[config.mk]
export PLATFORM = sky130hd
export DESIGN_NAME = dle_stx_etx_deframer_unit
export DESIGN_NICKNAME = d
export VERILOG_FILES = /design/src/rtl/dled_pkg.sv /design/src/rtl/dled_ctrl.sv /design/src/rtl/dled_dp.sv /design/src/rtl/dle_stx_etx_deframer_unit.sv
export SDC_FILE = /design/constraint.sdc
export NUM_CORES = 1
export LEC_CHECK = 0
export BUFFER_PORTS_ARGS = -buffer_cell sky130_fd_sc_hd__buf_2
export CELL_PAD_IN_SITES_DETAIL_PLACEMENT = 2
export CELL_PAD_IN_SITES_GLOBAL_PLACEMENT = 2
export CORE_MARGIN = 4
export CORE_UTILIZATION = 39
export DETAILED_ROUTE_END_ITERATION = 10
export GPL_ROUTABILITY_DRIVEN = 0
export PLACE_DENSITY_LB_ADDON = 0.1
export SLEW_MARGIN = 25
export SYNTH_ARGS = -nofsm -noshare
export SYNTH_HDL_FRONTEND = slang
export SYNTH_SLANG_ARGS = --single-unit
[constraint.sdc]
create_clock -name clk -period 3.01 [get_ports clk]
set_clock_uncertainty 0.05 [all_clocks]
set_input_delay 0.903 -clock clk [delete_from_list [all_inputs] [get_ports clk]]
set_output_delay 0.903 -clock clk [all_outputs]
set_load 0.02 [all_outputs]
[src/rtl/dled_pkg.sv]
// Shared constants, types and command/status structs for the DLE/STX/ETX deframer.
`timescale 1ns / 1ps

package dled_pkg;

  localparam int MAX_FRAME_DEF = 32;

  localparam logic [7:0] SYM_DLE  = 8'h10;
  localparam logic [7:0] SYM_STX  = 8'h02;
  localparam logic [7:0] SYM_ETX  = 8'h03;
  localparam logic [7:0] ODD_MASK = 8'h4A;
  localparam logic [15:0] CNT_MAX = 16'hFFFF;

  localparam logic [1:0] EV_DATA     = 2'd0;
  localparam logic [1:0] EV_EMPTY    = 2'd1;
  localparam logic [1:0] EV_MISMATCH = 2'd2;

  typedef enum logic [2:0] {
    ST_IDLE,
    ST_STX,
    ST_BODY,
    ST_ESC,
    ST_SUM,
    ST_EMIT
  } dled_state_t;

  typedef struct packed {
    logic       clr_frame;
    logic       store;
    logic       err_bump;
    logic       good_bump;
    logic       load_single;
    logic [1:0] single_ev;
    logic       start_emit;
    logic       emit_step;
  } dled_cmd_t;

  typedef struct packed {
    logic is_dle;
    logic is_stx;
    logic is_etx;
    logic full;
    logic sum_ok;
    logic len_zero;
    logic emit_last;
    logic out_free;
  } dled_sts_t;

endpackage

[src/rtl/dled_ctrl.sv]
// Frame parser and emission state machine for the DLE/STX/ETX deframer.
`timescale 1ns / 1ps

module dled_ctrl (
  input  logic                clk,
  input  logic                rst,
  input  logic                in_valid,
  output logic                in_stall,
  input  dled_pkg::dled_sts_t sts,
  output dled_pkg::dled_cmd_t cmd
);

  dled_pkg::dled_state_t state;
  dled_pkg::dled_state_t state_next;
  logic                  accept;

  assign in_stall = (state == dled_pkg::ST_EMIT) || !sts.out_free;
  assign accept   = in_valid && !in_stall;

  always_ff @(posedge clk) begin
    if (rst) begin
      state <= dled_pkg::ST_IDLE;
    end else begin
      state <= state_next;
    end
  end

  always_comb begin
    state_next = state;
    unique case (state)
      dled_pkg::ST_STX: begin
        if (accept) begin
          state_next = sts.is_stx ? dled_pkg::ST_BODY : dled_pkg::ST_IDLE;
        end
      end
      dled_pkg::ST_BODY: begin
        if (accept) begin
          if (sts.is_dle) begin
            state_next = dled_pkg::ST_ESC;
          end else if (sts.full) begin
            state_next = dled_pkg::ST_IDLE;
          end
        end
      end
      dled_pkg::ST_ESC: begin
        if (accept) begin
          if (sts.is_dle) begin
            state_next = sts.full ? dled_pkg::ST_IDLE : dled_pkg::ST_BODY;
          end else if (sts.is_etx) begin
            state_next = dled_pkg::ST_SUM;
          end else if (sts.is_stx) begin
            state_next = dled_pkg::ST_BODY;
          end else begin
            state_next = dled_pkg::ST_IDLE;
          end
        end
      end
      dled_pkg::ST_SUM: begin
        if (accept) begin
          if (sts.sum_ok && !sts.len_zero) begin
            state_next = dled_pkg::ST_EMIT;
          end else begin
            state_next = dled_pkg::ST_IDLE;
          end
        end
      end
      dled_pkg::ST_EMIT: begin
        if (sts.out_free && sts.emit_last) begin
          state_next = dled_pkg::ST_IDLE;
        end
      end
      default: begin
        if (accept) begin
          state_next = sts.is_dle ? dled_pkg::ST_STX : dled_pkg::ST_IDLE;
        end
      end
    endcase
  end

  always_comb begin
    cmd = '0;
    unique case (state)
      dled_pkg::ST_STX: begin
        if (accept) begin
          cmd.clr_frame = sts.is_stx;
          cmd.err_bump  = !sts.is_stx;
        end
      end
      dled_pkg::ST_BODY: begin
        if (accept && !sts.is_dle) begin
          cmd.store    = !sts.full;
          cmd.err_bump = sts.full;
        end
      end
      dled_pkg::ST_ESC: begin
        if (accept) begin
          if (sts.is_dle) begin
            cmd.store    = !sts.full;
            cmd.err_bump = sts.full;
          end else if (sts.is_stx) begin
            cmd.clr_frame = 1'b1;
          end else if (!sts.is_etx) begin
            cmd.err_bump = 1'b1;
          end
        end
      end
      dled_pkg::ST_SUM: begin
        if (accept) begin
          if (sts.sum_ok) begin
            cmd.good_bump = 1'b1;
            if (sts.len_zero) begin
              cmd.load_single = 1'b1;
              cmd.single_ev   = dled_pkg::EV_EMPTY;
            end else begin
              cmd.start_emit = 1'b1;
            end
          end else begin
            cmd.err_bump    = 1'b1;
            cmd.load_single = 1'b1;
            cmd.single_ev   = dled_pkg::EV_MISMATCH;
          end
        end
      end
      dled_pkg::ST_EMIT: begin
        cmd.emit_step = sts.out_free;
      end
      default: begin
        if (accept) begin
          cmd.err_bump = !sts.is_dle;
        end
      end
    endcase
  end

endmodule

[src/rtl/dled_dp.sv]
// Payload store, checksum, counters and result register for the DLE/STX/ETX deframer.
`timescale 1ns / 1ps

module dled_dp #(
  parameter int MAX_FRAME = dled_pkg::MAX_FRAME_DEF
) (
  input  logic                clk,
  input  logic                rst,
  input  logic [7:0]          rx_byte,
  input  dled_pkg::dled_cmd_t cmd,
  output dled_pkg::dled_sts_t sts,
  output logic                out_valid,
  input  logic                out_stall,
  output logic [1:0]          event_res,
  output logic [7:0]          data_byte,
  output logic [4:0]          byte_index,
  output logic [5:0]          frame_length,
  output logic                last,
  output logic [15:0]         good_frames,
  output logic [15:0]         bad_frames
);

  localparam int CW = $clog2(MAX_FRAME + 1);
  localparam int AW = (MAX_FRAME > 1) ? $clog2(MAX_FRAME) : 1;

  logic [7:0]    mem [MAX_FRAME];
  logic [CW-1:0] payload_count;
  logic [7:0]    running_xor;
  logic [AW-1:0] emit_idx;
  logic [AW-1:0] emit_idx_next;
  logic [7:0]    rd_q;
  logic [7:0]    expect_sum;
  logic [15:0]   good_count;
  logic [15:0]   error_count;

  assign expect_sum = running_xor ^ (payload_count[0] ? dled_pkg::ODD_MASK : 8'h00);

  assign sts.is_dle    = (rx_byte == dled_pkg::SYM_DLE);
  assign sts.is_stx    = (rx_byte == dled_pkg::SYM_STX);
  assign sts.is_etx    = (rx_byte == dled_pkg::SYM_ETX);
  assign sts.full      = (payload_count == CW'(MAX_FRAME));
  assign sts.sum_ok    = (rx_byte == expect_sum);
  assign sts.len_zero  = (payload_count == '0);
  assign sts.emit_last = ((CW'(emit_idx) + CW'(1)) == payload_count);
  assign sts.out_free  = !out_valid || !out_stall;

  always_comb begin
    emit_idx_next = emit_idx;
    if (cmd.start_emit) begin
      emit_idx_next = '0;
    end else if (cmd.emit_step) begin
      emit_idx_next = emit_idx + AW'(1);
    end
  end

  always_ff @(posedge clk) begin
    if (cmd.store) begin
      mem[payload_count[AW-1:0]] <= rx_byte;
    end
    rd_q <= mem[emit_idx_next];
  end

  always_ff @(posedge clk) begin
    if (rst) begin
      payload_count <= '0;
      running_xor   <= '0;
      emit_idx      <= '0;
      good_count    <= '0;
      error_count   <= '0;
      out_valid     <= 1'b0;
    end else begin
      emit_idx <= emit_idx_next;
      if (cmd.clr_frame) begin
        payload_count <= '0;
        running_xor   <= '0;
      end else if (cmd.store) begin
        payload_count <= payload_count + CW'(1);
        running_xor   <= running_xor ^ rx_byte;
      end
      if (cmd.good_bump && good_count != dled_pkg::CNT_MAX) begin
        good_count <= good_count + 16'd1;
      end
      if (cmd.err_bump && error_count != dled_pkg::CNT_MAX) begin
        error_count <= error_count + 16'd1;
      end
      if (cmd.load_single || cmd.emit_step) begin
        out_valid <= 1'b1;
      end else if (!out_stall) begin
        out_valid <= 1'b0;
      end
    end
  end

  always_ff @(posedge clk) begin
    if (cmd.load_single) begin
      event_res    <= cmd.single_ev;
      data_byte    <= 8'h00;
      byte_index   <= 5'd0;
      frame_length <= 6'(payload_count);
      last         <= 1'b1;
    end else if (cmd.emit_step) begin
      event_res    <= dled_pkg::EV_DATA;
      data_byte    <= rd_q;
      byte_index   <= 5'(emit_idx);
      frame_length <= 6'(payload_count);
      last         <= sts.emit_last;
    end
  end

  assign good_frames = good_count;
  assign bad_frames  = error_count;

endmodule

[src/rtl/dle_stx_etx_deframer_unit.sv]
// Top level of the DLE/STX/ETX byte-stuffing deframer.
//
//   channel  | direction | handshake              | beat fields
//   ---------+-----------+------------------------+---------------------------------------
//   rx       | in        | in_valid / in_stall    | rx_byte
//   result   | out       | out_valid / out_stall  | event_res data_byte byte_index
//            |           |                        | frame_length last good_frames bad_frames
//
// A byte is taken whenever in_stall is low; a byte that finishes nothing gives no beat.
// The checksum byte of a good non-empty frame of N bytes gives N result beats, one per
// cycle while out_stall allows, out of the payload memory read port; in_stall stays high
// until the last beat is loaded. A stalled result register holds its beat and stalls the
// input side too. Reset does not clear the payload memory.
`timescale 1ns / 1ps

module dle_stx_etx_deframer_unit #(
  parameter int MAX_FRAME = dled_pkg::MAX_FRAME_DEF
) (
  input  logic        clk,
  input  logic        rst,
  input  logic        in_valid,
  output logic        in_stall,
  input  logic [7:0]  rx_byte,
  output logic        out_valid,
  input  logic        out_stall,
  output logic [1:0]  event_res,
  output logic [7:0]  data_byte,
  output logic [4:0]  byte_index,
  output logic [5:0]  frame_length,
  output logic        last,
  output logic [15:0] good_frames,
  output logic [15:0] bad_frames
);

  dled_pkg::dled_cmd_t cmd;
  dled_pkg::dled_sts_t sts;

  dled_ctrl u_ctrl (
    .clk      (clk),
    .rst      (rst),
    .in_valid (in_valid),
    .in_stall (in_stall),
    .sts      (sts),
    .cmd      (cmd)
  );

  dled_dp #(
    .MAX_FRAME (MAX_FRAME)
  ) u_dp (
    .clk          (clk),
    .rst          (rst),
    .rx_byte      (rx_byte),
    .cmd          (cmd),
    .sts          (sts),
    .out_valid    (out_valid),
    .out_stall    (out_stall),
    .event_res    (event_res),
    .data_byte    (data_byte),
    .byte_index   (byte_index),
    .frame_length (frame_length),
    .last         (last),
    .good_frames  (good_frames),
    .bad_frames   (bad_frames)
  );

endmodule

---- Yosys cells after proc, flatten, opt, wreduce, memory -nomap -nowiden ----
Memories as Yosys holds them, arrays and structs flattened. A register that Yosys moved wholly into a read port is not among the register bits.
Index checks and enable logic that the tools add are counted.
storage, ports and cells
  bits in registers ....................... 77
  bits in writable memories ............... 256
  memories kept ........................... 1
  word-level logic and storage cells ...... 111
  bits of input ports ..................... 12
  output and inout bits ................... 56
operators by class
  bitwise logic cells ..................... 2
  reductions and logical operators ........ 22
  equal/unequal tests ..................... 20
  add/subtract/negate cells ............... 5
  muxes and demuxes ....................... 49
memories
  memory    words  bits a word  read ports  clocked after memory_dff  write ports  line           text
  u_dp.mem  32     8            1           1                         1            dled_dp.sv:26  logic [7:0] mem [MAX_FRAME];
operators with widths
  cell                     count
  $mux W3                  14
  $add A16 B1 Y16 const B  2
  $ne A16 B16 Y1 const B   2
  $mux W1                  19
  $mux W6                  3
  $eq A8 B2 Y1 const B     2
  $xor A8 B8 Y8            2
  $mux W5                  3
  $pmux W3 S5              1
  $mux W2                  5
  $ne A2 B1 Y1 const B     5
  $eq A8 B5 Y1 const B     1
  $eq A8 B8 Y1             1
  $logic_not A1 Y1         8
  $mux W7                  1
  $reduce_and A7 Y1        1
  $add A5 B1 Y6 const B    1
  $add A6 B1 Y6 const B    1
  $eq A3 B2 Y1 const B     2
  $eq A3 B3 Y1 const B     2
  $eq A6 B6 Y1             1
  $eq A6 B6 Y1 const B     1
  $logic_and A1 B1 Y1      6
  $logic_not A6 Y1         1
  9 further kinds          13

---- Depth between registers and ports, before layout ----
  word-level depth ........................ 11
  gate-level depth with buffers ........... 12
  depth with buffers taken out ............ 9

---- Hierarchy ----
Synthesis repeated with hierarchy kept, for this count alone.
second synthesis, totals
  cells, all modules ...................... 1455
  area total of the unflattened synthesis .. 15900.2 um2
modules (own cells, without submodules)
  module     sequential area each (um2)  cells an instance  area an instance (um2)  times used
  dled_dp    9409.0                      1394               15444.8                 1
  dled_ctrl  60.1                        61                 455.4                   1

---- Worst setup path after synthesis ----
OpenSTA, ideal clock, no wires.
  path kind ............................... in2reg
  from .................................... input rx_byte[3]
  to ...................................... memory u_dp.mem[20][0], enable pin
  path buffers ............................ 1
  required time ........................... 2.590 ns
  stages on the path ...................... 7
  path slack .............................. -0.142 ns
  arrival time ............................ 2.732 ns
  library setup time ...................... 0.370 ns
  path through ............................ nor3_1 and4b_1 xor2_1 nor4b_4 buf_2 nand2_1 nor2_1
between the ends
  word-level cells in the longest chain between the ends .. 7
  elaborated cells on any way between the ends .. 9
  classes of those cells .................. eq/ne (1); mux (6); reduce/logical (2)
ends and longest elaborated chain
  item                             line                             text
  from (decl)                      dle_stx_etx_deframer_unit.sv:23  input logic [7:0] rx_byte,
  $eq A8 B5 Y1 *                   dled_dp.sv:38                    assign sts.is_dle = (rx_byte == dled_pkg::SYM_DLE);
  $logic_not A1 Y1                 dled_ctrl.sv:90                  if (accept && !sts.is_dle) begin
  $logic_and A1 B1 Y1              dled_ctrl.sv:90
  $mux W2                          dled_ctrl.sv:90
  $pmux W1 S2 *                    dled_ctrl.sv:82                  unique case (state)
  $mux W1 *                        dled_dp.sv:57                    if (cmd.store) begin
  $mux W1 (not written as such) *  dled_dp.sv:58                    mem[payload_count[AW-1:0]] <= rx_byte;
  to (decl)                        dled_dp.sv:26
Mark *: on every way between the ends. The rest lies on a longest branch, timed or not.

---- Worst setup path after layout ----
  from .................................... input rx_byte[3]
  to ...................................... register u_dp.rd_q[1] (read register of u_dp.mem)
between the ends
  word-level cells in the longest chain between the ends .. 5
ends and longest elaborated chain
  item          line              text
  $eq A8 B8 Y1  dled_dp.sv:42     assign sts.sum_ok = (rx_byte == expect_sum);
  $mux W1       dled_ctrl.sv:109  if (sts.sum_ok) begin
  $mux W6       dled_ctrl.sv:108  if (accept) begin
  $mux W5       dled_ctrl.sv:82
  $mux W5       dled_dp.sv:49     if (cmd.start_emit) begin
  to (decl)     dled_dp.sv:31     logic [7:0] rd_q;
Every way passes these cells.
A chain may end at the register's enable or synchronous reset.

==> metrics.md <==
| Metric | Value |
|---|---|
| Antenna-violating nets left | `0` |
| Top-area cell type share of the netlist area | `around half` |
| Flops & latches, synth | `between 300 and 400` |
| Max Slew Vio Count | `0` |
| Sw frac | `roughly 21%` |
| Number of synthesized flops with an enable pin | `about 260` |
| Portion of total power attributed to combinational logic | `between 1.5 and 2%` |
| Share of synthesized flip-flops with an asynchronous set or reset | `0%` |
| Status | `finished clean` |
| FF+latch area | `0.00947 mm²` |
| Post-synth top flop | `edfxtp_1` |
| Finished Core Util | `49.6%` |
| CTS Buffer Depth | `3` |
| Syn Area/Cell | `around 12 µm²` |
| IO buf count | `67` |
| Vias per cell | `a little under 6` |
| PwrDens | `between 500 and 600 mW/mm²` |
| CTS tree | `built` |
| NetSw | `~2.1 mW` |
| Most frequent cells in the layout | `264 x edfxtp_1, 184 x buf_4, 142 x nand2_1` |
| R2r startpoint | `u_ctrl.state[1]` |
| Reg clk slew, reported paths | `0.06 ns` |
| Total global routing overflow | `0` |
| Critical path class | `primary input to register` |
| Post-synthesis net count | `roughly 1,300` |
| Pin count of the biggest net entering global routing | `62` |
| Core region area | `about 0.039 mm²` |
| Synth area leader | `edfxtp_1` |
| Fillers | `between 3,000 and 4,000` |
| Clk pwr share | `47.9%` |
| RSZ-0062 raised after global routing | `true` |
| Synth top area cells | `edfxtp_1 52%, dfxtp_1 10%, nand2_1 3.6%` |
| Starting Density | `39.6%` |
| Final Critical Period | `3.00 ns` |
| First-pass detailed-route iteration total | `5` |
| CTS root buffer | `clkbuf_16` |
| Syn Std Cell Area | `between 0.015 and 0.02 mm²` |
| Startpoint Class | `primary input` |
| Leak | `approximately 7.0 nW` |
| DRC | `0` |
| Multi-input gate area | `between 0.005 and 0.006 mm²` |
| Peak supply drop | `around 470 µV` |
| Share of cells above drive strength 1 | `27.3%` |
| Cells after DPL | `1,972` |
| Reg2reg end | `u_dp.rd_q[5]` |
| Final setup fails | `0` |
| Worst-Margin Slew | `between 0.7 and 0.8 ns` |
| Drt wl/cell | `27.4 µm` |
| Worst endpoint required time | `3.37 ns` |
| Final Non-Filler Cells | `roughly 2,000` |
| CP Capture Type | `register` |
| Reg2Reg Depth | `10` |
| Hold EP | `u_dp.byte_index[1]` |
| Clk_lat worst skew | `0.55 ns` |
| Die Width | `slightly above 200 µm` |
| Die area | `between 0.04 and 0.05 mm²` |
| R2R Setup Slk | `about 0.030 ns` |
| Row count | `~70` |
| Synth warn | `0` |
| Vias in the first global route | `roughly 13,000` |
| Die H | `between 200 and 250 µm` |
| Overall Global Routing Usage | `a little over a quarter` |
| Maxcap violations | `0` |
| HP Class | `register to register` |
| Most common cell after layout, fill and taps aside | `edfxtp_1` |
| Slew headroom | `52.3%` |
| NumNets Final | `1,520` |
| WP data arrival | `about 3.4 ns` |
| Hold Crit Start | `u_dp.byte_index[1]` |
| IO Pins | `68` |
| DR iter-0 viols | `968` |
| Synth Instances | `roughly 1,300` |
| Crit path max fanout | `10` |
| Diode count | `0` |
| Post-Route WL | `56,200 µm` |
| Num CTS Buffers | `39` |
| Clock Sink Count | `341` |
| Vias | `between 10,000 and 15,000` |
| Yosys cell types | `92` |
| H-tree depth | `2` |
| Register area share after synthesis | `about three fifths` |
| Area Growth Syn to Fin | `25.4%` |
| Hold Path Stages | `2` |
| Fin. Hold Viols | `0` |
| Fmax | `333 MHz` |
| Hold_buf cts | `0` |
| First-pass GRT wire length | `83,700 µm` |
| Part of the power in registers | `50.2%` |
| Post-DP HPWL | `just under 40,000 µm` |
| Final Cycle Share | `99.8%` |
| Internal | `around 8 mW` |
| Initial antenna violation count | `1` |
| Setup TNS | `0 ns` |
flip-flops by register name (all words and copies together) (netlist names):
register	cells
u_dp.event_res	2
u_dp.last	1
u_dp.good_frames	16
u_dp.frame_length	6
u_dp.running_xor	8
u_dp.mem	256
u_dp.payload_count	6
u_dp.bad_frames	16
u_ctrl.state	3
u_dp.data_byte	8
u_dp.byte_index	5
u_dp.out_valid	1
u_dp.emit_idx	5
u_dp.rd_q	8
stage by stage:
stage	hold slack [ns]	setup slack (ns)	instance area, µm²	power, mW
3_3_place_gp	0.400	-0.512	17800	5.34
2_1_floorplan	0.367	-0.0594	15500	5.21
5_1_grt	0.418	-0.0221	19200	10.4
3_5_place_dp	0.396	-0.597	17800	5.35
4_1_cts	0.404	0.00488	19100	10.2
6_report	0.400	0.00708	19200	10.1
area by class of cell:
type | count | area share [%]
Multi-Input combinational cell | 809 | 28.9
Clock buffer | 51 | 5.47
Sequential cell | 341 | 49.3
Inverter | 37 | 0.723
Tap cell | 518 | 3.37
Timing Repair Buffer | 273 | 11.1
Clock inverter | 19 | 1.15
critical path: stages:
cell and delay, ns:
buf_2 0.14, xor2_1 0.17, buf_4 0.15, and4_1 0.26
o211a_1 0.35, a21oi_1 0.29, buf_4 0.26, buf_4 0.15
o221ai_1 0.19, a22oi_2 0.34, nand4_1 0.14
how the worst max path moves through the flow:
stage	depth (start not counted)	startpoint	slack (ns)	to
after floorplan	7	rx_byte[3]	-0.06	u_dp.mem[20][0]
after global placement	11	rx_byte[6]	-0.51	u_dp.mem[23][0]
after detailed placement	11	rx_byte[3]	-0.60	u_dp.rd_q[2]
after CTS	10	u_dp.emit_idx[0]	0.005	u_dp.rd_q[7]
after global routing	10	u_ctrl.state[1]	-0.02	u_dp.rd_q[5]
final	11	rx_byte[3]	0.007	u_dp.rd_q[1]
cells in the mapped netlist (7+ instances only):
cell	number
nor2b_1	12
dfxtp_1	77
nand2b_1	30
a211o_1	10
buf_2	20
a211oi_1	38
o2111a_1	8
xnor2_1	13
nor2_1	113
mux2i_1	17
a21oi_1	48
buf_6	7
a2bb2oi_1	8
xor2_1	30
o31ai_1	8
ha_1	7
mux4_2	8
a22oi_1	26
mux2_2	8
o21ai_0	21
o221ai_1	21
nand2_1	145
o32ai_1	7
nand4_1	21
a21boi_0	9
nand3_1	23
or3_1	10
or4_1	9
edfxtp_1	264
o211ai_1	21
nor3_1	13
buf_4	11
inv_1	37
and3_1	17
clkbuf_1	35
a31oi_1	16
a2111oi_0	10
cells by family (layout without fill, tap and decap cells):
logic type               after synthesis  in the layout  share of synthesized area, %
AND/OR/NAND/NOR                      432            432                          14.1
flip-flops                           341            341                          61.8
AO/OA/AOI/OAI                        294            294                          14.6
buffers and inverters                114            380                          3.58
XOR/XNOR                              43             43                          2.46
multiplexers                          33             33                          2.87
adder cells (fa/ha/maj)                7              7                         0.571
power by group through the flow:
stage               Sequential [mW]  Combinational, mW  Clock (mW)
floorplan                      5.17             0.0401           0
global placement               5.17              0.178           0
detailed placement             5.17              0.185           0
CTS                            5.07              0.188        4.94
global route                   5.06              0.200        5.14
finish                         5.07              0.187        4.83
repair_timing:
action                                  CTS  global route
setup buffers                             0             6
pin swaps                                 1             3
gates resized for setup                   5             9
endpoints found under the hold margin     0             0
endpoints found under the setup margin    5            17
per-layer routing:
metal	global-route usage (%)	part of all wire, %	vias up
li1	-	-	5282
met1	33.9	42	6197
met2	45.7	50	339
met3	4.53	5.2	81
met4	8.25	2.9	0
met5	0	0	-
No activity file was read; power rests on OpenSTA's default activity.
